### src/design/tde_pkg.sv
// Shared types and constants of the thrust, drag and wrap integrator.
// Used by the controller, the datapath and the top level; no dependencies.
package tde_pkg;

	// Register reset values (Q16.16 unless noted).
	localparam logic [30:0] BODY_MASS_RST  = 31'd65536;
	localparam logic [30:0] DRAG_COEFF_RST = 31'd0;
	localparam logic [30:0] BOUND_X_RST    = 31'd52428800;
	localparam logic [30:0] BOUND_Y_RST    = 31'd29491200;
	localparam logic [16:0] TIME_STEP_RST  = 17'd1092;
	localparam logic        LIMIT_OFF_RST  = 1'b0;
	localparam logic [30:0] STEP_LIMIT_RST = 31'd327680;

	// Configuration register indexes.
	typedef enum logic [2:0] {
		REG_BODY_MASS,
		REG_DRAG_COEFF,
		REG_BOUND_X,
		REG_BOUND_Y,
		REG_TIME_STEP,
		REG_LIMIT_OFF,
		REG_STEP_LIMIT
	} reg_idx_t;

	typedef struct packed {
		logic [30:0] body_mass;
		logic [30:0] drag_coeff;
		logic [30:0] bound_x;
		logic [30:0] bound_y;
		logic [16:0] time_step;
		logic        limit_off;
		logic [30:0] step_limit;
	} cfg_t;

	// Input beat, last field in the lowest bits.
	typedef struct packed {
		logic [15:0] heading_y;
		logic [15:0] heading_x;
		logic [30:0] thrust_mag;
		logic [31:0] ext_force_y;
		logic [31:0] ext_force_x;
	} in_item_t;

	// Result beat, last field in the lowest bits.
	typedef struct packed {
		logic [31:0] acc_y;
		logic [31:0] acc_x;
		logic [31:0] vel_y;
		logic [31:0] vel_x;
		logic [30:0] pos_y;
		logic [30:0] pos_x;
	} out_item_t;

	// Datapath operations issued by the controller.
	typedef enum logic [4:0] {
		OP_NONE,
		OP_LOAD,
		OP_VX2,
		OP_VY2,
		OP_NX2,
		OP_NY2,
		OP_SQRT,
		OP_DRAG,
		OP_DRAGM,
		OP_FD_HI,
		OP_FD_LO,
		OP_FT,
		OP_NET,
		OP_DIV_A,
		OP_ACC,
		OP_ADT,
		OP_NV,
		OP_SDT,
		OP_DIV_T,
		OP_TGT,
		OP_NT_HI,
		OP_NT_LO,
		OP_NUM,
		OP_DIV_N,
		OP_CLAMP,
		OP_NDT,
		OP_POSX,
		OP_DIV_P,
		OP_POS,
		OP_COMMIT
	} op_t;

	typedef enum logic [5:0] {
		ST_IDLE, ST_VX2, ST_VY2, ST_SQ1, ST_SQ1_W, ST_DRAG, ST_DRAGM,
		ST_FD_HI, ST_FD_LO, ST_FT, ST_NET, ST_DIV_A, ST_DIV_A_W, ST_ACC,
		ST_ADT, ST_NV, ST_NX2, ST_NY2, ST_SQ2, ST_SQ2_W, ST_SDT, ST_CMP,
		ST_DIV_T, ST_DIV_T_W, ST_TGT, ST_NT_HI, ST_NT_LO, ST_NUM, ST_DIV_N,
		ST_DIV_N_W, ST_CLAMP, ST_NDT, ST_POSX, ST_DIV_P, ST_DIV_P_W, ST_POS,
		ST_DONE
	} state_t;

	typedef struct packed {
		op_t  op;
		logic axis;
	} cmd_t;

	typedef struct packed {
		logic div_busy;
		logic sqrt_busy;
		logic clamp;
		logic limit_off;
		logic out_free;
	} status_t;

endpackage

### src/design/tde_ctrl.sv
// Sequencer of the integrator: walks the per-item operation list.
// Depends on tde_pkg for the state, command and status types.
module tde_ctrl (
	input  logic              clk,
	input  logic              arst_n,
	input  logic              s_tvalid,
	output logic              s_tready,
	input  tde_pkg::status_t  status,
	output tde_pkg::cmd_t     cmd
);
	import tde_pkg::*;

	state_t st_q, st_d;
	logic   axis_q, axis_d;

	// State and axis registers.
	always_ff @(posedge clk or negedge arst_n) begin
		if (!arst_n) begin
			st_q   <= ST_IDLE;
			axis_q <= 1'b0;
		end else begin
			st_q   <= st_d;
			axis_q <= axis_d;
		end
	end

	// Next state and the operation for this cycle.
	always_comb begin
		st_d     = st_q;
		axis_d   = axis_q;
		cmd.op   = OP_NONE;
		cmd.axis = axis_q;
		case (st_q)
			ST_IDLE: begin
				if (s_tvalid) begin
					cmd.op = OP_LOAD;
					axis_d = 1'b0;
					st_d   = ST_VX2;
				end
			end
			ST_VX2: begin cmd.op = OP_VX2; st_d = ST_VY2; end
			ST_VY2: begin cmd.op = OP_VY2; st_d = ST_SQ1; end
			ST_SQ1: begin cmd.op = OP_SQRT; st_d = ST_SQ1_W; end
			ST_SQ1_W: begin
				if (!status.sqrt_busy) st_d = ST_DRAG;
			end
			ST_DRAG: begin cmd.op = OP_DRAG; st_d = ST_DRAGM; end
			ST_DRAGM: begin cmd.op = OP_DRAGM; st_d = ST_FD_HI; end
			ST_FD_HI: begin cmd.op = OP_FD_HI; st_d = ST_FD_LO; end
			ST_FD_LO: begin cmd.op = OP_FD_LO; st_d = ST_FT; end
			ST_FT: begin cmd.op = OP_FT; st_d = ST_NET; end
			ST_NET: begin cmd.op = OP_NET; st_d = ST_DIV_A; end
			ST_DIV_A: begin cmd.op = OP_DIV_A; st_d = ST_DIV_A_W; end
			ST_DIV_A_W: begin
				if (!status.div_busy) st_d = ST_ACC;
			end
			ST_ACC: begin cmd.op = OP_ACC; st_d = ST_ADT; end
			ST_ADT: begin cmd.op = OP_ADT; st_d = ST_NV; end
			ST_NV: begin
				cmd.op = OP_NV;
				if (!axis_q) begin
					axis_d = 1'b1;
					st_d   = ST_FD_HI;
				end else begin
					axis_d = 1'b0;
					st_d   = status.limit_off ? ST_NDT : ST_NX2;
				end
			end
			ST_NX2: begin cmd.op = OP_NX2; st_d = ST_NY2; end
			ST_NY2: begin cmd.op = OP_NY2; st_d = ST_SQ2; end
			ST_SQ2: begin cmd.op = OP_SQRT; st_d = ST_SQ2_W; end
			ST_SQ2_W: begin
				if (!status.sqrt_busy) st_d = ST_SDT;
			end
			ST_SDT: begin cmd.op = OP_SDT; st_d = ST_CMP; end
			// Travel check: clamp only when the new speed would overshoot.
			ST_CMP: begin
				st_d = status.clamp ? ST_DIV_T : ST_NDT;
			end
			ST_DIV_T: begin cmd.op = OP_DIV_T; st_d = ST_DIV_T_W; end
			ST_DIV_T_W: begin
				if (!status.div_busy) st_d = ST_TGT;
			end
			ST_TGT: begin cmd.op = OP_TGT; st_d = ST_NT_HI; end
			ST_NT_HI: begin cmd.op = OP_NT_HI; st_d = ST_NT_LO; end
			ST_NT_LO: begin cmd.op = OP_NT_LO; st_d = ST_NUM; end
			ST_NUM: begin cmd.op = OP_NUM; st_d = ST_DIV_N; end
			ST_DIV_N: begin cmd.op = OP_DIV_N; st_d = ST_DIV_N_W; end
			ST_DIV_N_W: begin
				if (!status.div_busy) st_d = ST_CLAMP;
			end
			ST_CLAMP: begin
				cmd.op = OP_CLAMP;
				if (!axis_q) begin
					axis_d = 1'b1;
					st_d   = ST_NT_HI;
				end else begin
					axis_d = 1'b0;
					st_d   = ST_NDT;
				end
			end
			ST_NDT: begin cmd.op = OP_NDT; st_d = ST_POSX; end
			ST_POSX: begin cmd.op = OP_POSX; st_d = ST_DIV_P; end
			ST_DIV_P: begin cmd.op = OP_DIV_P; st_d = ST_DIV_P_W; end
			ST_DIV_P_W: begin
				if (!status.div_busy) st_d = ST_POS;
			end
			ST_POS: begin
				cmd.op = OP_POS;
				if (!axis_q) begin
					axis_d = 1'b1;
					st_d   = ST_NDT;
				end else begin
					axis_d = 1'b0;
					st_d   = ST_DONE;
				end
			end
			// Hand the result to the output register once it is free.
			ST_DONE: begin
				if (status.out_free) begin
					cmd.op = OP_COMMIT;
					st_d   = ST_IDLE;
				end
			end
			default: begin
				st_d = ST_IDLE;
			end
		endcase
	end

	assign s_tready = (st_q == ST_IDLE);
endmodule

### config.mk
export PLATFORM = sky130hd
export DESIGN_NAME = tde_ctrl
export DESIGN_NICKNAME = d
export VERILOG_FILES = /design/src/design/tde_pkg.sv /design/src/design/tde_ctrl.sv
export SDC_FILE = /design/constraint.sdc
export NUM_CORES = 1
export LEC_CHECK = 0
export ABC_AREA = 1
export BUFFER_PORTS_ARGS = -buffer_cell sky130_fd_sc_hd__buf_4
export CAP_MARGIN = 20
export CORE_MARGIN = 2
export CORE_UTILIZATION = 54
export CTS_BUF_LIST = sky130_fd_sc_hd__clkbuf_8
export CTS_CLUSTER_SIZE = 10
export DETAILED_ROUTE_END_ITERATION = 10
export HOLD_SLACK_MARGIN = 0.05
export PLACE_DENSITY_LB_ADDON = 0.25
export RECOVER_POWER = 50
export SLEW_MARGIN = 20
export SYNTH_ARGS = -nofsm -noshare
export SYNTH_HDL_FRONTEND = slang
export SYNTH_SLANG_ARGS = --single-unit
### constraint.sdc
create_clock -name clk -period 1.4 [get_ports clk]
set_input_delay 0.14 -clock clk [delete_from_list [all_inputs] [get_ports clk]]
set_output_delay 0.14 -clock clk [all_outputs]
set_load 0.02 [all_outputs]
==> flow_summary.json, run 1 <==
{
  "pre_cts_ws_ps": -287,
  "ys.flop_type": "dfrtp_1",
  "post_dp_cell_area_um2": 1630,
  "cts_sinks": 7,
  "syn_avg_cell_area_um2": 5.17,
  "hold_buffers": 1,
  "cts_buffers": 3,
  "synth.distinct_cells": 23,
  "error_line": "[ERROR DPL-0033] detailed placement checks failed during check placement.",
  "async_flop_share_pct": 100,
  "synthCells": 218,
  "htreeDepth": 1,
  "cts_setup_buffers": 9,
  "initial_core_util_pct": 57.4,
  "yosysWarnings": 0,
  "clockBufferDepth": 2,
  "port_buffers": 14,
  "ioPinCount": 15,
  "status": "stopped before the end",
  "root_buffer": "clkbuf_8",
  "dp_hpwl_um": 3690,
  "synth_nets": 226,
  "die_y_um": 49.7,
  "synth-edff-count": 0,
  "haltStage": "clock tree synthesis (4_1_cts)",
  "ys_ff_latch": 7,
  "synth_area_um2": 1130,
  "placedCellCount": 303,
  "rows": 16,
  "die_x_um": 49.7,
  "cts.repair.resized": 55,
  "place.gp.congestion": 1.07,
  "seq_area_frac_synth_pct": 15.6
}
[synthesized netlist by cell type, types with 2 or more instances]
| cell type | number | area [um2] |
|---|---|---|
| nand2_1 | 81 | 304 |
| nor2_1 | 37 | 139 |
| nand3_1 | 28 | 140 |
| inv_1 | 11 | 41.3 |
| inv_2 | 11 | 41.3 |
| nand4_1 | 9 | 56.3 |
| dfrtp_1 | 7 | 175 |
| nor2_2 | 4 | 25.0 |
| nor3_1 | 4 | 20.0 |
| a21oi_1 | 3 | 15.0 |
| nand2_2 | 3 | 18.8 |
| nand3_2 | 3 | 30.0 |
| nand3b_1 | 3 | 22.5 |
| o21ai_0 | 3 | 15.0 |
| buf_4 | 2 | 15.0 |
| o21ai_1 | 2 | 10.0 |
[stage by stage]
stage                     utilization (%)  hold WS, ps  setup TNS (ps)
after detailed placement             83.2        -42.3           -2550
after global placement               83.2        -46.9           -2110
after floorplan                         -         -156           -29.2
[cell families after synthesis]
| logic type | Yosys count | share of synthesized area (%) |
|---|---|---|
| and+or+nand+nor | 174 | 68.8 |
| DFF | 7 | 15.6 |
| buffers and inverters | 26 | 10.1 |
| AOI/OAI and AO/OA | 11 | 5.56 |
==> run 2: changes to the inputs <==
--- a/config.mk
+++ b/config.mk
@@ -8,13 +8,10 @@
 export ABC_AREA = 1
 export BUFFER_PORTS_ARGS = -buffer_cell sky130_fd_sc_hd__buf_4
 export CAP_MARGIN = 20
-export CORE_MARGIN = 2
-export CORE_UTILIZATION = 54
-export CTS_BUF_LIST = sky130_fd_sc_hd__clkbuf_8
-export CTS_CLUSTER_SIZE = 10
+export CORE_AREA = 2 2 63 65
 export DETAILED_ROUTE_END_ITERATION = 10
-export HOLD_SLACK_MARGIN = 0.05
-export PLACE_DENSITY_LB_ADDON = 0.25
+export DIE_AREA = 0 0 65 67
+export PLACE_DENSITY_LB_ADDON = 0.15
 export RECOVER_POWER = 50
 export SLEW_MARGIN = 20
 export SYNTH_ARGS = -nofsm -noshare
==> constraint.sdc (replaced) <==
create_clock -name clk -period 1.82 [get_ports clk]
set_input_delay 0.182 -clock clk [delete_from_list [all_inputs] [get_ports clk]]
set_output_delay 0.182 -clock clk [all_outputs]
set_load 0.02 [all_outputs]
==> flow_summary.json, run 2 <==
{
  "period_needed_ps": 1840,
  "antenna_found_initial": 0,
  "worstPathArrival_ps": 1650,
  "multi_input_area_um2": 996,
  "synth.distinct_cells": 23,
  "dr.pass1.iters": 7,
  "end_kind": "primary output",
  "holdPathStages": 4,
  "grt_max_degree": 12,
  "largest_register_ff_count": 6,
  "rows": 22,
  "yosys-top-cells-count": "nand2_1, nor2_1, nand3_1",
  "clockBufferDepth": 2,
  "initial_core_util_pct": 31.2,
  "ff2ff_path_depth": 13,
  "cts_buffers": 3,
  "final_cell_mix": "nand2_1, buf_4, nor2_1",
  "die_y_um": 67,
  "cp_max_fo": 11,
  "cts.reportedPaths.clkPinSlew_ps": 40,
  "design_area_um2": 1730,
  "drt-initial-drc-count": 176,
  "power.density_nw_per_um2": 1680,
  "power.leakage_nw": 0.958,
  "cts_tree": "built",
  "place.gp.congestion": 0.934,
  "top_regs": "st_q: 6 flops, axis_q: 1 flops",
  "vias": 1672,
  "violations": "negative setup slack",
  "root_buffer": "clkbuf_8",
  "critPathKind": "flop to primary output",
  "synth_nets": 226,
  "synth_top_area_share_pct": 27.0,
  "ant_nets": 0,
  "wire_per_inst_um": 14.9,
  "grt_pass1_wl_um": 7010,
  "ys.flop_type": "dfrtp_1",
  "synth_area_um2": 1130,
  "grt-ovfl-total": 0,
  "cts_sinks": 7,
  "insertion_delay_ps": 220,
  "synth-edff-count": 0,
  "htreeDepth": 1,
  "whs_endpoint": "axis_q",
  "viasPerCell": 5.36,
  "r2r-start": "st_q[5]",
  "synthCells": 218,
  "yosysMostFrequentCell": "nand2_1",
  "final.setup_skew_ps": 0.522,
  "cp.required_ps": 1640,
  "die_area_um2": 4360,
  "nets": 273,
  "ir_drop_mv": 0.929,
  "regToRegSetupSlack_ps": 160,
  "yosysWarnings": 0,
  "drc_errors": 0,
  "die_x_um": 65,
  "setup_tns_ps": -16.6,
  "coreArea_um2": 3610,
  "post_dp_cell_area_um2": 1340,
  "diodes": 0,
  "port_buffers": 14,
  "grt_pass1_vias": 1538,
  "dp_hpwl_um": 3370,
  "ioPinCount": 15,
  "seq_area_um2": 183,
  "rsz0062_at_grt": "true",
  "setup_ws_ps": -16.6,
  "hold_violations": 0,
  "largest_register": "st_q",
  "hold_ws_ps": 319,
  "wirelength_um": 4660,
  "cap_violations": 0,
  "p_total_w": 0.00291,
  "synth_top_area_cell": "nand2_1",
  "synthTopCellsByArea": "nand2_1, dfrtp_1, nand3_1",
  "relSlewSlack_pct": 76.7,
  "fillCellCount": 394,
  "final_cell_count_no_fill": 312,
  "max_freq_mhz": 544,
  "grt_use_total_pct": 21.0,
  "slew_viol_final": 0,
  "ys_ff_latch": 7,
  "areaGrowthSynthToFinish_pct": 53.7,
  "worst_slew_pin_slew_ps": 350,
  "min_from": "s_tvalid",
  "placedCellCount": 287,
  "timing.rr.end": "st_q[1]",
  "min_path_type": "input pin to flop",
  "cp-start-kind": "flop",
  "seq_area_frac_synth_pct": 15.6,
  "drive_above_1_share_pct": 41.7,
  "status": "complete, but fails checks",
  "setup_viol": 1,
  "async_flop_share_pct": 100,
  "fin_crit_sh_pct": 101,
  "syn_avg_cell_area_um2": 5.17,
  "final_common_cell": "nand2_1"
}
[run 2: cell counts after synthesis]
No cell type changed its count.
[run 2: cell families (layout without fill, tap and decap cells)]
group / Yosys count / in the layout / synth area share, %
DFF: 7 / 7 / 15.6
buffers and inverters: 26 / 72 / 10.1
and+or+nand+nor: 174 / 174 / 68.8
AOI/OAI and AO/OA: 11 / 11 / 5.56
[run 2: final cells by class]
type,instances,area share [%]
Multi-Input combinational cell,185,57.6
Timing Repair Buffer,46,20.2
Sequential cell,7,10.6
Inverter,22,5.64
Tap cell,48,3.47
Clock buffer,4,2.60
[run 2: per-layer routing]
metal	up-vias	share of wire, %	global-route usage (%)	wire [um]
li1	800	-	-	-
met1	729	40	26.5	1850
met2	116	47	33.9	2190
met3	27	8.2	2.87	382
met4	0	4.9	12.5	230
met5	-	0	0	0
[run 2: power by group]
part	switching [W]	internal (W)	total, W
combinational	0.00140	0.000899	0.00230
clock	0.0000587	0.000151	0.000209
sequential	0.000167	0.000233	0.000400
total	0.00162	0.00128	0.00291
[run 2: metrics by stage]
step | util (%) | setup WS (ps)
6_report | 48.0 | -16.6
5_1_grt | 48.0 | -76.6
3_5_place_dp | 37.2 | 6.55
3_3_place_gp | 37.2 | -9.84
2_1_floorplan | - | 201
4_1_cts | 41.5 | 5.16
[run 2: repair_timing]
| item | in CTS | in global routing |
|---|---|---|
| pin swaps | 2 | 12 |
| setup endpoints to repair | 5 | 10 |
| gates cloned | 0 | 1 |
| endpoints found under the hold margin | 7 | 0 |
| hold buffers | 1 | 0 |
| setup buffers | 4 | 15 |
| gates resized for setup | 25 | 36 |
[run 2: worst max-delay path, cell delays in order (launching register included)]
cell and delay, ps:
dfrtp_2 500, inv_4 90, nand2_4 110, inv_8 60
nand3_4 110, nand3_4 90, nor3b_2 190, nand4_1 110
buf_4 170
[run 2: worst max path at each step]
stage               startpoint      to  slack [ps]  depth (start not counted)
finish                 st_q[0]  cmd[3]         -20                          8
global route           st_q[0]  cmd[3]         -80                          8
CTS                    st_q[5]  cmd[3]           5                          8
detailed placement     st_q[1]  cmd[3]           7                          8
global placement       st_q[1]  cmd[3]         -10                          8
floorplan              st_q[1]  cmd[1]         200                          6
(Power assumes the default switching activity.)
==> run 3: changes to the inputs <==
--- a/config.mk
+++ b/config.mk
@@ -6,7 +6,7 @@
 export NUM_CORES = 1
 export LEC_CHECK = 0
 export ABC_AREA = 1
-export BUFFER_PORTS_ARGS = -buffer_cell sky130_fd_sc_hd__buf_4
+export BUFFER_PORTS_ARGS = -buffer_cell sky130_fd_sc_hd__buf_2
 export CAP_MARGIN = 20
 export CORE_AREA = 2 2 63 65
 export DETAILED_ROUTE_END_ITERATION = 10
==> constraint.sdc (replaced) <==
create_clock -name clk -period 1.7 [get_ports clk]
set_input_delay 0.17 -clock clk [delete_from_list [all_inputs] [get_ports clk]]
set_output_delay 0.17 -clock clk [all_outputs]
set_load 0.02 [all_outputs]
==> flow_summary.json, run 3 (synthesized netlist as in run 2, its figures left out) <==
{
  "status": "complete, but fails checks",
  "violations": "negative setup slack",
  "clockBufferDepth": 2,
  "post_dp_cell_area_um2": 1360,
  "worstPathCellList": "nor2_4, buf_4, nand3_2, nand2_2, nor3b_2, nand4_1, buf_4",
  "largest_register_ff_count": 6,
  "worstPathArrival_ps": 1610,
  "cts.reportedPaths.clkPinSlew_ps": 40,
  "cts_tree": "built",
  "cts_buffers": 3,
  "insertion_delay_ps": 220,
  "hold_violations": 0,
  "diodes": 0,
  "placedCellCount": 294,
  "min_path_type": "input pin to flop",
  "port_buffers": 14,
  "areaGrowthSynthToFinish_pct": 58.4,
  "largest_register": "st_q",
  "setup_ws_ps": -78.2,
  "worst_slew_pin_slew_ps": 367,
  "max_freq_mhz": 562,
  "critPathKind": "flop to primary output",
  "die_y_um": 67,
  "path_common_cell": "buf_4",
  "grt.busiest_layer": "met2",
  "slew_viol_final": 0,
  "drive_above_1_share_pct": 44.2,
  "rows": 22,
  "cp.required_ps": 1530,
  "end_kind": "primary output",
  "rsz0062_at_grt": "true",
  "cap_violations": 0,
  "pwr-share-seq_pct": 13.6,
  "vias": 1665,
  "period_needed_ps": 1780,
  "fin_crit_sh_pct": 105,
  "ir_drop_mv": 1.13,
  "top_regs": "st_q: 6 flops, axis_q: 1 flops",
  "critical_path.top_delay_family": "simple AND/OR/NAND/NOR gates",
  "final_common_cell": "nand2_1",
  "dp_hpwl_um": 3700,
  "design_area_um2": 1780,
  "initial_core_util_pct": 31.2,
  "final_cell_mix": "nand2_1, buf_4, nor2_1",
  "grt_util_met2_pct": 40.7,
  "coreArea_um2": 3610,
  "die_area_um2": 4360,
  "grt_use_total_pct": 24.0,
  "die_x_um": 65,
  "drt-initial-drc-count": 210,
  "nets": 274,
  "drc_errors": 0,
  "setup_viol": 5,
  "viasPerCell": 5.32,
  "power_switching_w": 0.00182,
  "slowest_stage": "dfrtp_2",
  "wire_per_inst_um": 15.5,
  "ant_nets": 0,
  "power.density_nw_per_um2": 1780,
  "p_int_w": 0.00135,
  "place.gp.congestion": 1.00,
  "root_buffer": "clkbuf_8",
  "grt_pass1_vias": 1605,
  "use_met1_pct": 30.9,
  "dr.pass1.iters": 6,
  "cp_max_fo": 7,
  "met3_usage_pct": 2.53,
  "final.setup_skew_ps": 1.17,
  "antenna_found_initial": 0,
  "final_cell_count_no_fill": 313,
  "htreeDepth": 1,
  "grt_pass1_wl_um": 7890,
  "grt_max_degree": 12,
  "regToRegSetupSlack_ps": 90,
  "power.leakage_nw": 0.984,
  "cp-start-kind": "flop",
  "cts_sinks": 7,
  "wirelength_um": 4860,
  "ioPinCount": 15,
  "p_clk_share_pct": 7.0,
  "swShare_pct": 57.3,
  "relSlewSlack_pct": 75.5,
  "crit_buf_inv": 2,
  "slowest_delay_ps": 510,
  "combPwrFrac_pct": 79.4,
  "grt-ovfl-total": 0
}
run 3: cell types whose count changed in the layout (fill, tap and decap cells not counted), sizes merged:
| cell | before | now |
|---|---|---|
| buf | 43 | 44 |
| clkbuf | 6 | 5 |
| nor2 | 42 | 43 |
run 3: worst paths after layout:
path,from,to,depth (start not counted)
min in group asynchronous,arst_n,axis_q,2
setup / recovery,st_q[1],cmd[3],7
hold reg to reg,st_q[2],st_q[2],2
hold / removal,s_tvalid,axis_q,4
max in group asynchronous,arst_n,st_q[0],2
setup reg to reg,st_q[1],st_q[3],10
run 3: tightest hold or removal path, delay by kind of cell:
| family | cells | cell delay [ps] |
|---|---|---|
| compound gates | 1 | 60 |
| simple gates | 2 | 170 |
| buf+inv | 1 | 90 |
run 3: layout make-up:
class                           instances  area [um2]
Clock buffer                            4        45.0
Timing Repair Buffer                   46         333
Multi-Input combinational cell        186        1070
Inverter                               22        95.1
Tap cell                               48        60.1
Sequential cell                         7         183
Fill cell                             383        1820
run 3: per-stage QoR:
| stage | setup WS (ps) | util (%) | total power [W] | TNS, ps | hold WS (ps) |
|---|---|---|---|---|---|
| 6_report | -78.2 | 49.5 | 0.00317 | -286 | 307 |
| 5_1_grt | -147 | 49.5 | 0.00338 | -760 | 354 |
| 4_1_cts | -52.5 | 48.1 | 0.00305 | -173 | 304 |
| 3_5_place_dp | -71.4 | 37.7 | 0.00227 | -294 | 6.57 |
| 3_3_place_gp | -100 | 37.7 | 0.00231 | -481 | 7.34 |
| 2_1_floorplan | 93.4 | - | 0.00164 | 0 | -126 |
run 3: layer usage:
layer | wire length (um) | share of wire [%] | vias to the layer above
met5 | 0 | 0 | -
met4 | 159 | 3.3 | 0
met3 | 367 | 7.5 | 20
met2 | 2340 | 48 | 99
met1 | 2000 | 41 | 740
li1 | - | - | 806
run 3: power by group through the flow:
stage,Combinational [W],Sequential (W),Clock [W]
6_report,0.00252,0.000430,0.000222
5_1_grt,0.00271,0.000438,0.000234
4_1_cts,0.00239,0.000422,0.000230
3_5_place_dp,0.00191,0.000362,0
3_3_place_gp,0.00194,0.000366,0
2_1_floorplan,0.00132,0.000317,0
run 3: repair_timing:
item | CTS | global route
endpoints found under the setup margin | 7 | 10
hold buffers | 1 | 0
cloned | 1 | 0
pin swaps | 12 | 5
gates resized for setup | 68 | 11
setup buffers | 11 | 2
endpoints found under the hold margin | 7 | 0
